$ cat config.mk
export PLATFORM = sky130hd
export DESIGN_NAME = hill_cipher_text_stream_flat
export DESIGN_NICKNAME = d
export VERILOG_FILES = /design/src/rtl/core/hcts_pkg.sv /design/src/rtl/core/hcts_if.sv /design/src/rtl/core/hcts_ram.sv /design/src/rtl/core/hill_cipher_text_stream.sv /design/src/flat_wrapper.sv
export SDC_FILE = /design/constraint.sdc
export NUM_CORES = 1
export LEC_CHECK = 0
export CORE_MARGIN = 3
export CORE_UTILIZATION = 59
export DETAILED_ROUTE_END_ITERATION = 10
export DONT_BUFFER_PORTS = 1
export GPL_TIMING_DRIVEN = 0
export PLACE_DENSITY = 0.82
export SLEW_MARGIN = 25
export SYNTH_ARGS = -nofsm -noshare
export SYNTH_HDL_FRONTEND = slang
export SYNTH_SLANG_ARGS = --single-unit
$ cat constraint.sdc
create_clock -name clk -period 24.3 [get_ports clk]
set_input_delay 4.86 -clock clk [delete_from_list [all_inputs] [get_ports clk]]
set_output_delay 4.86 -clock clk [all_outputs]
set_load 0.05 [all_outputs]
$ cat src/rtl/core/hcts_pkg.sv
// Shared constants, types and helpers for the Hill cipher text stream block.
`default_nettype none

package hcts_pkg;

  localparam int HOLD_DEPTH_DEF   = 32;
  localparam int MATRIX_ORDER_DEF = 3;

  localparam int KEY_W     = 45;
  localparam int ENTRY_W   = 5;
  localparam int CFG_IDX_W = 2;
  localparam int MODULUS   = 26;

  localparam logic [7:0] ASCII_UPPER_A = 8'h41;
  localparam logic [7:0] ASCII_LOWER_A = 8'h61;
  localparam logic [7:0] ASCII_UPPER_X = 8'h58;
  localparam logic [7:0] CASE_BIT      = 8'h20;
  localparam logic [ENTRY_W-1:0] PAD_CODE = ENTRY_W'(ASCII_UPPER_X - ASCII_UPPER_A);

  localparam logic [KEY_W-1:0] FWD_KEY_RESET = 45'd20962312099377;
  localparam logic [KEY_W-1:0] INV_KEY_RESET = 45'd18717687135524;

  localparam logic [CFG_IDX_W-1:0] REG_FWD_KEY   = 2'd0;
  localparam logic [CFG_IDX_W-1:0] REG_INV_KEY   = 2'd1;
  localparam logic [CFG_IDX_W-1:0] REG_DIRECTION = 2'd2;

  typedef enum logic [1:0] {
    ST_IDLE,
    ST_CALC,
    ST_EMIT
  } state_t;

  function automatic logic is_letter(input logic [7:0] b);
    return (b inside {[8'h41:8'h5A], [8'h61:8'h7A]});
  endfunction

endpackage

`default_nettype wire

$ cat src/rtl/core/hcts_if.sv
// Valid/ready channel interfaces for text bytes in and transformed bytes out.
`default_nettype none

interface hcts_in_if;
  logic       valid;
  logic       ready;
  logic [7:0] in_byte;
  logic       end_of_message;

  modport source (output valid, output in_byte, output end_of_message, input ready);
  modport sink (input valid, input in_byte, input end_of_message, output ready);
endinterface

interface hcts_out_if;
  logic       valid;
  logic       ready;
  logic [7:0] out_byte;
  logic       last_of_run;
  logic       overflow;

  modport source (output valid, output out_byte, output last_of_run, output overflow,
                  input ready);
  modport sink (input valid, input out_byte, input last_of_run, input overflow,
                output ready);
endinterface

`default_nettype wire

$ cat src/rtl/core/hcts_ram.sv
// Generic single-write, single-read RAM with registered read data.
`default_nettype none

module hcts_ram #(
  parameter int WIDTH = 8,
  parameter int DEPTH = 32
) (
  input  wire logic                     clk,
  input  wire logic                     we,
  input  wire logic [$clog2(DEPTH)-1:0] waddr,
  input  wire logic [WIDTH-1:0]         wdata,
  input  wire logic                     re,
  input  wire logic [$clog2(DEPTH)-1:0] raddr,
  output logic      [WIDTH-1:0]         rdata
);

  logic [WIDTH-1:0] mem [DEPTH];

  always_ff @(posedge clk) begin
    if (we) begin
      mem[waddr] <= wdata;
    end
    if (re) begin
      rdata <= mem[raddr];
    end
  end

endmodule

`default_nettype wire

$ cat src/rtl/core/hill_cipher_text_stream.sv
// Hill cipher text stream: holds bytes per letter group, emits the transformed run.
// A byte that completes a group or ends a message is taken in ST_IDLE; in ST_CALC the key
// matrix is applied one row per cycle into a registered row sum, then reduced mod 26; in
// ST_EMIT each held byte passes the hold RAM read and then the output load, one result
// per cycle while the output is ready. Input bytes are taken one per cycle, only in
// ST_IDLE; the flushed run is read out through the single RAM read port.
// Reset (rst_n, synchronous, active low): counts and flags cleared, keys to defaults,
// direction encrypt; hold RAM contents are not cleared.
`default_nettype none

module hill_cipher_text_stream #(
  parameter int HOLD_DEPTH   = hcts_pkg::HOLD_DEPTH_DEF,
  parameter int MATRIX_ORDER = hcts_pkg::MATRIX_ORDER_DEF
) (
  input  wire logic                           clk,
  input  wire logic                           rst_n,
  input  wire logic                           cfg_we,
  input  wire logic [hcts_pkg::CFG_IDX_W-1:0] cfg_index,
  input  wire logic [hcts_pkg::KEY_W-1:0]     cfg_data,
  hcts_in_if.sink                             in_ch,
  hcts_out_if.source                          out_ch
);

  import hcts_pkg::*;

  localparam int CNT_W = $clog2(HOLD_DEPTH + 1);
  localparam int AW    = $clog2(HOLD_DEPTH);
  localparam int LC_W  = $clog2(MATRIX_ORDER + 1);
  localparam int GI_W  = $clog2(MATRIX_ORDER);
  localparam int SUM_W = $clog2(MATRIX_ORDER * 31 * 25 + 1);
  localparam int RECIP = 2521;
  localparam int RSH   = 16;
  localparam int QP_W  = SUM_W + 12;

  localparam logic [CNT_W-1:0] HOLD_FULL = CNT_W'(HOLD_DEPTH);
  localparam logic [LC_W-1:0]  N_LC      = LC_W'(MATRIX_ORDER);

  state_t state_r, state_nxt;

  logic [KEY_W-1:0] fwd_key_r, inv_key_r;
  logic             dir_r;

  logic [CNT_W-1:0]   held_cnt_r;
  logic [LC_W-1:0]    let_cnt_r;
  logic               drop_r;
  logic [ENTRY_W-1:0] grp_r [MATRIX_ORDER];

  logic [CNT_W-1:0] emit_cnt_r;
  logic [LC_W-1:0]  present_r;
  logic             ovf_r;

  logic [LC_W-1:0]    calc_idx_r;
  logic [SUM_W-1:0]   sum_r;
  logic [GI_W-1:0]    sum_row_r;
  logic               sum_v_r;
  logic [ENTRY_W-1:0] res_r [MATRIX_ORDER];

  logic [CNT_W-1:0] rd_idx_r;
  logic             rd_pend_r;
  logic [LC_W-1:0]  li_r;
  logic [LC_W-1:0]  pad_idx_r;

  logic       out_valid_r;
  logic [7:0] out_byte_r;
  logic       out_last_r;
  logic       out_ovf_r;

  logic             acc, full, take_letter, group_done, flush, pad_sel;
  logic [CNT_W-1:0] held_new;
  logic [LC_W-1:0]  let_new;
  logic             drop_new;

  logic [KEY_W-1:0]   key_sel;
  logic [SUM_W-1:0]   row_sum;
  logic [QP_W-1:0]    qprod;
  logic [QP_W-1:0]    qval;
  logic [ENTRY_W-1:0] rem;

  logic       slot_free, issue, load_held, held_done, pad_left, load_pad;
  logic [7:0] ram_q, base, held_out;
  logic       held_letter, held_last;

  // Input side
  assign acc         = in_ch.valid && in_ch.ready;
  assign full        = (held_cnt_r == HOLD_FULL);
  assign take_letter = !full && is_letter(in_ch.in_byte) && (let_cnt_r != N_LC);
  assign held_new    = full ? held_cnt_r : CNT_W'(held_cnt_r + 1'b1);
  assign let_new     = take_letter ? LC_W'(let_cnt_r + 1'b1) : let_cnt_r;
  assign drop_new    = drop_r | full;
  assign group_done  = (let_new == N_LC);
  assign flush       = acc && (group_done || (in_ch.end_of_message && held_new != '0));
  assign pad_sel     = !group_done && !dir_r && (let_new != '0);

  // Matrix row and mod 26
  assign key_sel = dir_r ? inv_key_r : fwd_key_r;

  always_comb begin
    logic [ENTRY_W-1:0] ent;
    logic [ENTRY_W-1:0] g;
    logic [9:0]         prod;
    int                 idx;
    row_sum = '0;
    for (int c = 0; c < MATRIX_ORDER; c++) begin
      idx  = int'(calc_idx_r) * MATRIX_ORDER + c;
      ent  = ENTRY_W'(key_sel >> (ENTRY_W * idx));
      g    = (LC_W'(c) < present_r) ? grp_r[c] : PAD_CODE;
      prod = 10'(ent) * 10'(g);
      row_sum = SUM_W'(row_sum + SUM_W'(prod));
    end
  end

  assign qprod = QP_W'(sum_r) * QP_W'(RECIP);
  assign qval  = qprod >> RSH;
  assign rem   = ENTRY_W'(sum_r - SUM_W'(qval * QP_W'(MODULUS)));

  // Output side
  assign slot_free   = !out_valid_r || out_ch.ready;
  assign issue       = (state_r == ST_EMIT) && (rd_idx_r != emit_cnt_r) &&
                       (!rd_pend_r || slot_free);
  assign load_held   = (state_r == ST_EMIT) && rd_pend_r && slot_free;
  assign held_done   = (rd_idx_r == emit_cnt_r) && !rd_pend_r;
  assign pad_left    = (pad_idx_r != N_LC);
  assign load_pad    = (state_r == ST_EMIT) && held_done && pad_left && slot_free;
  assign base        = dir_r ? ASCII_LOWER_A : ASCII_UPPER_A;
  assign held_letter = is_letter(ram_q) && (li_r != N_LC);
  assign held_out    = held_letter ? 8'(base + 8'(res_r[li_r[GI_W-1:0]])) : ram_q;
  assign held_last   = (rd_idx_r == emit_cnt_r) && !pad_left;

  hcts_ram #(
    .WIDTH(8),
    .DEPTH(HOLD_DEPTH)
  ) u_hold_ram (
    .clk  (clk),
    .we   (acc && !full),
    .waddr(held_cnt_r[AW-1:0]),
    .wdata(in_ch.in_byte),
    .re   (issue),
    .raddr(rd_idx_r[AW-1:0]),
    .rdata(ram_q)
  );

  // State machine
  always_ff @(posedge clk) begin
    if (!rst_n) begin
      state_r <= ST_IDLE;
    end else begin
      state_r <= state_nxt;
    end
  end

  always_comb begin
    state_nxt   = state_r;
    in_ch.ready = 1'b0;
    case (state_r)
      ST_IDLE: begin
        in_ch.ready = 1'b1;
        if (flush) begin
          state_nxt = ST_CALC;
        end
      end
      ST_CALC: begin
        if (calc_idx_r == N_LC) begin
          state_nxt = ST_EMIT;
        end
      end
      ST_EMIT: begin
        if (held_done && !pad_left) begin
          state_nxt = ST_IDLE;
        end
      end
      default: state_nxt = ST_IDLE;
    endcase
  end

  // Configuration registers
  always_ff @(posedge clk) begin
    if (!rst_n) begin
      fwd_key_r <= FWD_KEY_RESET;
      inv_key_r <= INV_KEY_RESET;
      dir_r     <= 1'b0;
    end else if (cfg_we) begin
      case (cfg_index)
        REG_FWD_KEY:   fwd_key_r <= cfg_data;
        REG_INV_KEY:   inv_key_r <= cfg_data;
        REG_DIRECTION: dir_r     <= cfg_data[0];
        default: ;
      endcase
    end
  end

  // Hold bookkeeping and flush snapshot
  always_ff @(posedge clk) begin
    if (!rst_n) begin
      held_cnt_r <= '0;
      let_cnt_r  <= '0;
      drop_r     <= 1'b0;
      emit_cnt_r <= '0;
      present_r  <= '0;
      ovf_r      <= 1'b0;
      pad_idx_r  <= N_LC;
      li_r       <= '0;
    end else if (acc) begin
      if (flush) begin
        held_cnt_r <= '0;
        let_cnt_r  <= '0;
        drop_r     <= 1'b0;
        emit_cnt_r <= held_new;
        present_r  <= let_new;
        ovf_r      <= drop_new;
        pad_idx_r  <= pad_sel ? let_new : N_LC;
        li_r       <= '0;
      end else begin
        held_cnt_r <= held_new;
        let_cnt_r  <= let_new;
        drop_r     <= drop_new;
      end
    end else begin
      if (load_held && held_letter) begin
        li_r <= LC_W'(li_r + 1'b1);
      end
      if (load_pad) begin
        pad_idx_r <= LC_W'(pad_idx_r + 1'b1);
      end
    end
  end

  always_ff @(posedge clk) begin
    if (take_letter && acc) begin
      grp_r[let_cnt_r[GI_W-1:0]] <= ENTRY_W'((in_ch.in_byte | CASE_BIT) - ASCII_LOWER_A);
    end
  end

  // Row sequencing
  always_ff @(posedge clk) begin
    if (!rst_n) begin
      calc_idx_r <= '0;
      sum_v_r    <= 1'b0;
    end else begin
      if (state_r == ST_CALC && calc_idx_r != N_LC) begin
        calc_idx_r <= LC_W'(calc_idx_r + 1'b1);
        sum_v_r    <= 1'b1;
      end else begin
        calc_idx_r <= (state_r == ST_CALC) ? calc_idx_r : '0;
        sum_v_r    <= 1'b0;
      end
    end
  end

  always_ff @(posedge clk) begin
    sum_r     <= row_sum;
    sum_row_r <= calc_idx_r[GI_W-1:0];
    if (sum_v_r) begin
      res_r[sum_row_r] <= rem;
    end
  end

  // Hold RAM read pointer
  always_ff @(posedge clk) begin
    if (!rst_n) begin
      rd_idx_r  <= '0;
      rd_pend_r <= 1'b0;
    end else if (state_r != ST_EMIT) begin
      rd_idx_r  <= '0;
      rd_pend_r <= 1'b0;
    end else begin
      if (issue) begin
        rd_idx_r <= CNT_W'(rd_idx_r + 1'b1);
      end
      rd_pend_r <= issue ? 1'b1 : (rd_pend_r && !slot_free);
    end
  end

  // Output register
  always_ff @(posedge clk) begin
    if (!rst_n) begin
      out_valid_r <= 1'b0;
    end else if (load_held || load_pad) begin
      out_valid_r <= 1'b1;
    end else if (out_ch.ready) begin
      out_valid_r <= 1'b0;
    end
  end

  always_ff @(posedge clk) begin
    if (load_held) begin
      out_byte_r <= held_out;
      out_last_r <= held_last;
      out_ovf_r  <= ovf_r;
    end else if (load_pad) begin
      out_byte_r <= 8'(base + 8'(res_r[pad_idx_r[GI_W-1:0]]));
      out_last_r <= (pad_idx_r == LC_W'(MATRIX_ORDER - 1));
      out_ovf_r  <= ovf_r;
    end
  end

  assign out_ch.valid       = out_valid_r;
  assign out_ch.out_byte    = out_byte_r;
  assign out_ch.last_of_run = out_last_r;
  assign out_ch.overflow    = out_ovf_r;

endmodule

`default_nettype wire
$ cat src/flat_wrapper.sv
// flat-port wrapper written by rule: the top's interface ports become plain ports
module hill_cipher_text_stream_flat import hcts_pkg::*;
#(
  parameter int HOLD_DEPTH   = hcts_pkg::HOLD_DEPTH_DEF,
  parameter int MATRIX_ORDER = hcts_pkg::MATRIX_ORDER_DEF
)
  (clk, rst_n, cfg_we, cfg_index, cfg_data, in_ch_valid, in_ch_in_byte, in_ch_end_of_message, in_ch_ready, out_ch_valid, out_ch_out_byte, out_ch_last_of_run, out_ch_overflow, out_ch_ready);
  hcts_in_if in_ch_i ();
  hcts_out_if out_ch_i ();
  input  wire logic clk;
  input  wire logic rst_n;
  input  wire logic cfg_we;
  input  wire logic [hcts_pkg::CFG_IDX_W-1:0] cfg_index;
  input  wire logic [hcts_pkg::KEY_W-1:0] cfg_data;
  input wire logic [$bits(in_ch_i.valid)-1:0] in_ch_valid;
  input wire logic [$bits(in_ch_i.in_byte)-1:0] in_ch_in_byte;
  input wire logic [$bits(in_ch_i.end_of_message)-1:0] in_ch_end_of_message;
  output wire logic [$bits(in_ch_i.ready)-1:0] in_ch_ready;
  output wire logic [$bits(out_ch_i.valid)-1:0] out_ch_valid;
  output wire logic [$bits(out_ch_i.out_byte)-1:0] out_ch_out_byte;
  output wire logic [$bits(out_ch_i.last_of_run)-1:0] out_ch_last_of_run;
  output wire logic [$bits(out_ch_i.overflow)-1:0] out_ch_overflow;
  input wire logic [$bits(out_ch_i.ready)-1:0] out_ch_ready;
  assign in_ch_i.valid = in_ch_valid;
  assign in_ch_i.in_byte = in_ch_in_byte;
  assign in_ch_i.end_of_message = in_ch_end_of_message;
  assign in_ch_ready = in_ch_i.ready;
  assign out_ch_valid = out_ch_i.valid;
  assign out_ch_out_byte = out_ch_i.out_byte;
  assign out_ch_last_of_run = out_ch_i.last_of_run;
  assign out_ch_overflow = out_ch_i.overflow;
  assign out_ch_i.ready = out_ch_ready;
  hill_cipher_text_stream #(.HOLD_DEPTH(HOLD_DEPTH), .MATRIX_ORDER(MATRIX_ORDER)) u_core (.clk(clk), .rst_n(rst_n), .cfg_we(cfg_we), .cfg_index(cfg_index), .cfg_data(cfg_data), .in_ch(in_ch_i), .out_ch(out_ch_i));
endmodule
==> results.md, run 1 <==
- Post_cts resized: 0
- Ys Warns: 0
- Worst-path clk slew: 0.06 ns
- GP Congestion: around 0.99
- CP Launch Type: register
- Clock skew: a little under 0.03 ns
- First-pass iteration count of the detailed router: 6
- First-pass GRT wire length: 109,000 um
- Setup violators final: 0
- Crit-path most repeated cell: fa_1
- GRT Total Usage: 30.3%
- Crit Path Class: register to register
- Max incr delay on CP: approximately 0.55 ns
- Async SR Flop Fraction: 0%
- Max-Cap Viols: 0
- Residual DRC: 0
- Crit path max fanout: 13
- RSZ-0062 raised after global routing: no
- Setup TNS: 0 ns
- FP Rows: 76
- Cell variety after synth: 82
- Critical path depth: 37
- Worst setup path startpoint: u_core.calc_idx_r[0]
- Status: complete, no violations
- Postcts setup bufs: 0
- Htree depth: 2
- Post-Syn Area: between 20,000 and 30,000 sq um
- Port Buffers: 0
- Initial core utilization: between 60 and 70%
- Grt ovf: 0
- Finished Cell Area: ~28,000 sq um
- P&R area growth vs syn: 8.89%
- Sequential fraction of the synthesis area: 46.2%
- Register-to-Register Path Depth: 37
- Clk Tree Root Cell: clkbuf_16
- Fmax: between 90 and 100 MHz
- CP Buf/Inv Count: 12
- Post-synth EDFFs: between 300 and 400
- Worst EP arrival: approximately 11 ns
- Share of cells above drive strength 1: between 10% and 20%
- Core Footprint: 43,300 sq um
- Main flop type after synthesis: edfxtp_1
- Post-layout min period: roughly 10 ns
- CTS sink count: roughly 450
- Critical Path RT: about 25 ns
- Hold WS: roughly 0.46 ns
- Reg-to-Reg Start: u_core.calc_idx_r[0]
- Slew headroom: about a third
- Vias post-DR: approximately 18,000
- Die area: between 40,000 and 50,000 sq um
- Pin count of the biggest net entering global routing: 37
- Final Cycle Share: 43.0%
- RR Endpoint: u_core.sum_r[10]
- Syn_area_per_cell: 11.9 sq um
- Slew Limit Fails: 0
- Avg WL per Cell: 24.6 um
- Placed inst area: ~27,000 sq um
- Overall routed net length: ~70,000 um
- Reg2Reg Setup Slack: around 14 ns
- Vias per std cell: 6.36
- TritonCTS buffer count: 45
- Gate Count Post-Synth: 2,183
- Final antenna-violating net count: 0
- Hold-fix buffers at CTS: 0
- CTS tree: yes
- Worst slew pin tran: 0.972 ns
- Initial antenna violation count: 0
- Vias in the first global route: 18,400
- #FFs+latches synth: 448
- Ports: between 70 and 80
- Syn Nets: about 2,500
- Nature of the critical path endpoint: register
- Final Hold Vio Count: 0
- Critical-path top delay cell: fa_1
- Worst-Skew Late Latency: around 0.59 ns
- Final #Nets: roughly 2,500
- Die Height: around 220 um
- Critical Path End: u_core.sum_r[10]
- Hold crit path type: register to register
- Cell family with most CP delay: adder cells
- Final HPWL DP: between 50,000 and 60,000 um
- Die width: ~220 um
- Drt initial violations: 2,013
- Deepest clock path buffer count: 3
-- layout make-up --
type                            count  area [sq um]
Fill cell                        3093         15000
Buffer                            116           532
Clock buffer                       49          1150
Multi-Input combinational cell   1477         12900
Clock inverter                     33           417
Antenna cell                        1          2.50
Sequential cell                   448         12000
Inverter                          142           533
Tap cell                          585           732
-- cells in the mapped netlist, types with 10 or more instances --
| master | number | share of area, % |
|---|---|---|
| a211oi_1 | 11 | 0.32 |
| mux2i_1 | 78 | 3.0 |
| nor2_1 | 155 | 2.2 |
| nand2_1 | 285 | 4.1 |
| nor3_1 | 13 | 0.25 |
| o21ai_0 | 54 | 1.0 |
| clkbuf_1 | 73 | 1.1 |
| nand3_1 | 57 | 1.1 |
| xnor2_1 | 40 | 1.3 |
| a21oi_1 | 72 | 1.4 |
| edfxtp_1 | 304 | 35 |
| a21o_1 | 11 | 0.32 |
| fa_1 | 91 | 7.0 |
| o211ai_1 | 15 | 0.43 |
| and2_1 | 15 | 0.36 |
| mux2_2 | 31 | 1.3 |
| inv_1 | 139 | 2.0 |
| buf_2 | 25 | 0.48 |
| ha_1 | 144 | 6.9 |
| a21boi_0 | 55 | 1.6 |
| mux4_2 | 108 | 9.4 |
| nor3b_1 | 10 | 0.29 |
| nand2b_1 | 24 | 0.58 |
| nor2b_1 | 21 | 0.51 |
| xor2_1 | 25 | 0.84 |
| dfxtp_1 | 144 | 11 |
| and3_1 | 11 | 0.26 |
| or2_2 | 13 | 0.31 |
-- through the flow --
step / cells / worst slack, ns / util (%)
3_5_place_dp: 2768 / 13.95 / 61.7
6_report: 2851 / 13.86 / 65.4
2_1_floorplan: 2183 / 15.11 / -
5_1_grt: 2850 / 13.33 / 65.4
4_1_cts: 2850 / 13.95 / 65.4
3_3_place_gp: 2768 / 14.00 / 61.7
-- kinds of logic after synthesis --
group | count (synthesis) | share of synthesized area, %
fa+ha+maj | 235 | 13.9
buf+inv | 258 | 4.10
flops | 448 | 46.2
compound gates | 316 | 8.30
xor+xnor | 66 | 2.25
simple gates | 639 | 11.0
mux | 221 | 14.1
-- layer usage --
metal	wire length, um	global-route usage, %	vias up
met5	0	0	-
met4	3220	12.6	0
met3	6090	5.79	194
met2	34300	50.8	978
met1	26600	39.1	9000
li1	-	-	7968
-- cell usage in the layout (no fill, tap or decap), types with 11 or more instances in the layout --
master       n
a211oi_1    11
a21boi_0    55
a21o_1      11
a21oi_1     72
and2_1      15
and3_1      11
buf_2       25
clkbuf_1    76
clkbuf_16   45
dfxtp_1    144
edfxtp_1   304
fa_1        91
ha_1       144
inv_1      139
mux2_2      31
mux2i_1     78
mux4_2     108
nand2_1    285
nand2b_1    24
nand3_1     57
nor2_1     154
nor2b_1     21
nor3_1      13
o211ai_1    15
o21ai_0     54
or2_2       13
xnor2_1     40
xor2_1      25
-- how the worst min path moves through the flow --
stage | from | to | slack (ns) | cells past startpoint
3_5_place_dp | u_core.ovf_r | u_core.out_ch.overflow | 0.44 | 0
6_report | u_core.calc_idx_r[0] | u_core.sum_row_r[0] | 0.46 | 0
4_1_cts | u_core.ovf_r | u_core.out_ch.overflow | 0.45 | 0
2_1_floorplan | u_core.calc_idx_r[0] | u_core.sum_row_r[0] | 0.39 | 0
5_1_grt | u_core.ovf_r | u_core.out_ch.overflow | 0.46 | 0
3_3_place_gp | u_core.ovf_r | u_core.out_ch.overflow | 0.43 | 0
-- flip-flops by register name (all words and copies together) (netlist names), 8 cells and up, named ones only --
name and flops:
u_core.res_r 15, u_core.out_ch.out_byte 8, u_core.fwd_key_r 45, u_core.sum_r 12, u_core.inv_key_r 45, u_core.u_hold_ram.rdata 8, u_core.u_hold_ram.mem 256, u_core.grp_r 15
Power of run 1 is not shown: default switching activity piles up to over one toggle a cycle in this logic, so the estimate is an artifact.
==> run 2: changes to the inputs <==
--- a/config.mk
+++ b/config.mk
@@ -10,7 +10,7 @@
 export DETAILED_ROUTE_END_ITERATION = 10
 export DONT_BUFFER_PORTS = 1
 export GPL_TIMING_DRIVEN = 0
-export PLACE_DENSITY = 0.82
+export PLACE_DENSITY = 0.85
 export SLEW_MARGIN = 25
 export SYNTH_ARGS = -nofsm -noshare
 export SYNTH_HDL_FRONTEND = slang
==> constraint.sdc (replaced) <==
create_clock -name clk -period 8.8 [get_ports clk]
set_input_delay 1.76 -clock clk [delete_from_list [all_inputs] [get_ports clk]]
set_output_delay 1.76 -clock clk [all_outputs]
set_load 0.05 [all_outputs]
==> results.md, run 2 (synthesis gave the netlist of run 1 again) <==
- Worst-Skew Late Latency: slightly below 0.6 ns
- Post-layout min period: between 8 and 9 ns
- Max incr delay on CP: 0.56 ns
- Worst slew pin tran: between 0.9 and 1 ns
- GP Congestion: 1.03
- FILL cells: 3,026
- Share of cells above drive strength 1: about 16%
- Reg-to-Reg Start: u_core.calc_idx_r[0]
- First-pass iteration count of the detailed router: 5
- Critical-path top delay cell: fa_1
- Overall routed net length: roughly 72,000 um
- Worst EP arrival: a little over 9 ns
- Clk Tree Root Cell: clkbuf_16
- Failing checks: setup timing
- Vias in the first global route: 18,700
- Htree depth: 2
- Initial core utilization: between 60% and 70%
- ANT cells: 0
- Avg WL per Cell: 24.9 um
- P&R area growth vs syn: 11.1%
- Fmax: around 110 MHz
- TritonCTS buffer count: between 40 and 50
- Die width: roughly 220 um
- Register Area: ~12,000 sq um
- Residual DRC: 0
- CP Launch Type: register
- Final #Nets: approximately 2,600
- Status: finished, violations left
- Most flops, register: u_core.u_hold_ram.mem
- Drt initial violations: approximately 2,000
- Max reg flops: ~260
- FP Rows: 76
- Hold-fix buffers at CTS: 0
- Setup violators final: 1
- Vias post-DR: around 18,000
- Most frequent cells in the layout: edfxtp_1 (304), nand2_1 (283), nor2_1 (150), dfxtp_1 (142), ha_1 (135)
- Grt ovf: 0
- Worst-path clk slew: 0.06 ns
- Fin worst setup slack: -0.00880 ns
- Ports: 73
- Hold crit path type: register to register
- Clock skew: 0.0107 ns
- Nature of the critical path endpoint: register
- First-pass GRT wire length: between 100,000 and 150,000 um
- Core Footprint: between 40,000 and 50,000 sq um
- Critical Path End: u_core.sum_r[9]
- Placed Cells: about 2,800
- Worst setup path startpoint: u_core.calc_idx_r[0]
- Pin count of the biggest net entering global routing: 37
- Commonest non-fill, non-tap cell in the layout: edfxtp_1
- Max-Cap Viols: 0
- Final HPWL DP: roughly 51,000 um
- RR Endpoint: u_core.sum_r[9]
- Vias per std cell: between 6 and 7
- CTS tree: yes
- Crit path max fanout: 6
- Slew Limit Fails: 0
- Deepest clock path buffer count: 3
- RSZ-0062 raised after global routing: yes
- Multi-input gate area in the final layout: roughly 13,000 sq um
- CTS sink count: 448
- Crit-path most repeated cell: fa_1
- Reg2Reg Setup Slack: -0.009 ns
- Port Buffers: 0
- Initial antenna violation count: 0
- Slew headroom: a little over a third
- Critical Path RT: about 9.3 ns
- Die area: between 40,000 and 50,000 sq um
- Regs by FF count: u_core.u_hold_ram.mem: 256 flops, u_core.fwd_key_r: 45 flops, u_core.inv_key_r: 45 flops
- Final antenna-violating net count: 0
- Non-filler cells in the finished layout: 2,888
- GRT Total Usage: between 30% and 40%
- Final Cycle Share: 100%
- Final Hold Vio Count: 0
- Crit Path Class: register to register
- Register-to-Register Path Depth: 37
- Die Height: about 220 um
-- run 2: changes by cell type in the layout (fill, tap and decap cells not counted), moves of 6 or more --
cell,previous run,this run
ha_1,144,135
ha_4,0,8
buf_4,7,43
a21oi_1,72,60
a21oi_2,1,9
mux2i_2,0,7
clkinvlp_4,7,0
mux2i_1,78,70
inv_2,2,8
inv_1,139,131
-- run 2: what timing repair did --
item                       in CTS  in global routing
pin swaps                      31                 41
setup endpoints to repair       9                  5
resized for setup              59                 46
setup buffers                  29                 10
-- run 2: layout make-up --
| cell class | instances | share of cell area (%) |
|---|---|---|
| buffer | 115 | 2.13 |
| clock buffer | 62 | 4.26 |
| clock inverter | 20 | 0.811 |
| inverter | 142 | 1.89 |
| multi-input combinational | 1477 | 45.7 |
| sequential | 448 | 41.6 |
| tap | 585 | 2.54 |
| timing repair buffer | 39 | 1.05 |
-- run 2: per-stage QoR --
step | hold WS (ns) | util (%) | TNS [ns] | setup slack (ns) | cell area (sq um)
floorplan | 0.398 | - | 0 | 0.000624 | 26000
global placement | 0.436 | 61.9 | -6.36 | -1.13 | 26800
detailed placement | 0.441 | 61.9 | -6.73 | -1.18 | 26800
CTS | 0.460 | 66.2 | 0 | 0.000647 | 28600
global route | 0.448 | 66.7 | -0.702 | -0.242 | 28900
finish | 0.451 | 66.7 | -0.00880 | -0.00880 | 28900
-- run 2: metal layers --
layer	global-route usage (%)	up-vias	part of all wire (%)
met5	0	-	0
met4	14.6	0	5.7
met3	6.49	270	9.6
met2	51.8	1096	49
met1	37.7	9070	36
li1	-	8040	-
-- run 2: worst min-delay path by stage --
stage | start | end | cells after the start
after floorplan | u_core.calc_idx_r[0] | u_core.sum_row_r[0] | 0
after global placement | u_core.ovf_r | u_core.out_ch.overflow | 0
after detailed placement | u_core.ovf_r | u_core.out_ch.overflow | 0
after CTS | u_core.ovf_r | u_core.out_ch.overflow | 0
after global routing | u_core.calc_idx_r[1] | u_core.sum_row_r[1] | 0
final | u_core.calc_idx_r[1] | u_core.sum_row_r[1] | 0
-- run 2: critical path, delay by kind of cell (launching register included) --
kind            cells  cell delay [ns]
fa+ha+maj          11             4.76
mux                 3             0.95
buf+inv            11             0.94
compound gates      6             0.79
simple gates        3             0.48
xor+xnor            3             0.40
flops               1             0.35
Power of run 2 is left out for the same reason.
==> run 3: changes to the inputs <==
--- a/config.mk
+++ b/config.mk
@@ -10,8 +10,7 @@
 export DETAILED_ROUTE_END_ITERATION = 10
 export DONT_BUFFER_PORTS = 1
 export GPL_TIMING_DRIVEN = 0
-export PLACE_DENSITY = 0.85
-export SLEW_MARGIN = 25
+export PLACE_DENSITY = 0.82
 export SYNTH_ARGS = -nofsm -noshare
 export SYNTH_HDL_FRONTEND = slang
 export SYNTH_SLANG_ARGS = --single-unit
==> constraint.sdc (replaced) <==
create_clock -name clk -period 9.1 [get_ports clk]
set_input_delay 1.82 -clock clk [delete_from_list [all_inputs] [get_ports clk]]
set_output_delay 1.82 -clock clk [all_outputs]
set_load 0.05 [all_outputs]
==> results.md, run 3 (synthesis gave the netlist of run 1 again) <==
- Drt initial violations: about 2,300
- Hold crit path type: register to register
- Residual DRC: 0
- Grt ovf: 0
- Final #Nets: 2,555
- Hold-critical path depth: 0
- Deepest clock path buffer count: 3
- ANT cells: 0
- Initial core utilization: 60.0%
- Post-layout min period: 8.86 ns
- Multi-input gate area in the final layout: around 13,000 sq um
- GP Congestion: approximately 1
- Initial antenna violation count: 0
- Commonest non-fill, non-tap cell in the layout: edfxtp_1
- GRT Total Usage: between 30% and 40%
- Max incr delay on CP: 0.59 ns
- Post-layout util: 66.6%
- Final antenna-violating net count: 0
- Placed Cells: 2,768
- Status: complete, no violations
- P&R area growth vs syn: 10.9%
- Die Height: roughly 220 um
- CP Launch Type: register
- Vias in the first global route: between 15,000 and 20,000
- Critical-path top delay cell: fa_1
- Final Cycle Share: 97.3%
- Avg WL per Cell: between 20 and 25 um
- Slew Limit Fails: 0
- Placed inst area: 26,700 sq um
- CTS sink count: about 450
- Core Footprint: approximately 43,000 sq um
- FP Rows: 76
- Register-to-Register Path Depth: 35
- Cell family with most CP delay: adder cells
- Regs by FF count: u_core.u_hold_ram.mem: 256 flops, u_core.fwd_key_r: 45 flops, u_core.inv_key_r: 45 flops
- Most flops, register: u_core.u_hold_ram.mem
- Die width: approximately 220 um
- Most frequent cells in the layout: edfxtp_1 (304), nand2_1 (284), nor2_1 (150), dfxtp_1 (142), ha_1 (137)
- Overall routed net length: approximately 70,000 um
- Htree depth: 2
- CTS tree: yes
- Final HPWL DP: 50,700 um
- Register Area: 12,000 sq um
- Share of cells above drive strength 1: between 15 and 20%
- CP Buf/Inv Count: 8
- Crit Path Class: register to register
- Worst-path clk slew: ~0.060 ns
- Reg-to-Reg Start: u_core.dir_r
- Vias post-DR: around 18,000
- Worst slew pin tran: 1.32 ns
- Port Buffers: 0
- Max-Cap Viols: 0
- Nature of the critical path endpoint: register
- First-pass iteration count of the detailed router: 9
- Slew headroom: 11.5%
- Vias per std cell: 6.39
- FILL cells: approximately 3,000
- Final Hold Vio Count: 0
- Setup violators final: 0
- Worst setup path startpoint: u_core.dir_r
- Reg2Reg Setup Slack: 0.24 ns
- RR Endpoint: u_core.sum_r[10]
- Crit path max fanout: 10
- Die area: approximately 47,000 sq um
- Worst EP arrival: between 9 and 10 ns
- Pin count of the biggest net entering global routing: 37
- Max reg flops: 256
- Fmax: between 100 and 150 MHz
- Critical Path RT: approximately 9.6 ns
- Worst-Skew Late Latency: ~0.58 ns
- First-pass GRT wire length: 109,000 um
- Ports: 73
- TritonCTS buffer count: 46
- Clk Tree Root Cell: clkbuf_16
- Worst Hold End: u_core.out_ch.overflow
- Hold-fix buffers at CTS: 0
- Crit-path most repeated cell: fa_1
- Finished Cell Area: between 20,000 and 30,000 sq um
- Clock skew: approximately 0.021 ns
- Startpoint of the most critical hold path: u_core.ovf_r
- Non-filler cells in the finished layout: slightly below 3,000
run 3: changes by cell type in the layout (fill, tap and decap cells not counted), moves of 4 or more:
cell and change:
mux2i_1 +5, buf_4 -9, clkinvlp_4 +4, mux2i_2 -4, clkbuf_1 -4
run 3: timing repair:
| action | CTS | global route |
|---|---|---|
| hold endpoints to repair | 0 | 0 |
| setup buffers | 19 | 10 |
| gates resized for setup | 53 | 58 |
| gates cloned | 1 | 0 |
| pin swaps | 11 | 34 |
| endpoints found under the setup margin | 8 | 5 |
run 3: how the worst max path moves through the flow:
stage | cells after the start | endpoint
after floorplan | 37 | u_core.sum_r[10]
after global placement | 37 | u_core.sum_r[10]
after detailed placement | 37 | u_core.sum_r[11]
after CTS | 41 | u_core.sum_r[10]
after global routing | 35 | u_core.sum_r[10]
final | 35 | u_core.sum_r[10]
run 3: per-layer routing:
| layer | vias to the layer above | wire length (um) | GRT usage [%] |
|---|---|---|---|
| met5 | - | 0 | 0 |
| met4 | 0 | 3500 | 12.8 |
| met3 | 223 | 6420 | 5.00 |
| met2 | 1096 | 34300 | 51.5 |
| met1 | 9081 | 26200 | 38.9 |
| li1 | 8022 | - | - |
run 3: final cells by class:
type                       count  share of cell area [%]
multi-input combinational   1477                    45.8
sequential                   448                    41.7
clock buffer                  59                    4.27
tap                          585                    2.54
buffer                       114                    2.05
inverter                     142                    1.91
timing repair buffer          30                   0.877
clock inverter                27                   0.838
run 3: through the flow:
| step | setup WS, ns | TNS, ns | hold slack, ns |
|---|---|---|---|
| after floorplan | 0.00697 | 0 | 0.387 |
| after global placement | -1.15 | -6.33 | 0.423 |
| after detailed placement | -1.24 | -6.90 | 0.437 |
| after CTS | 0.000170 | 0 | 0.454 |
| after global routing | -0.0550 | -0.0550 | 0.465 |
| final | 0.244 | 0 | 0.454 |
Power of run 3 is left out for the same reason.
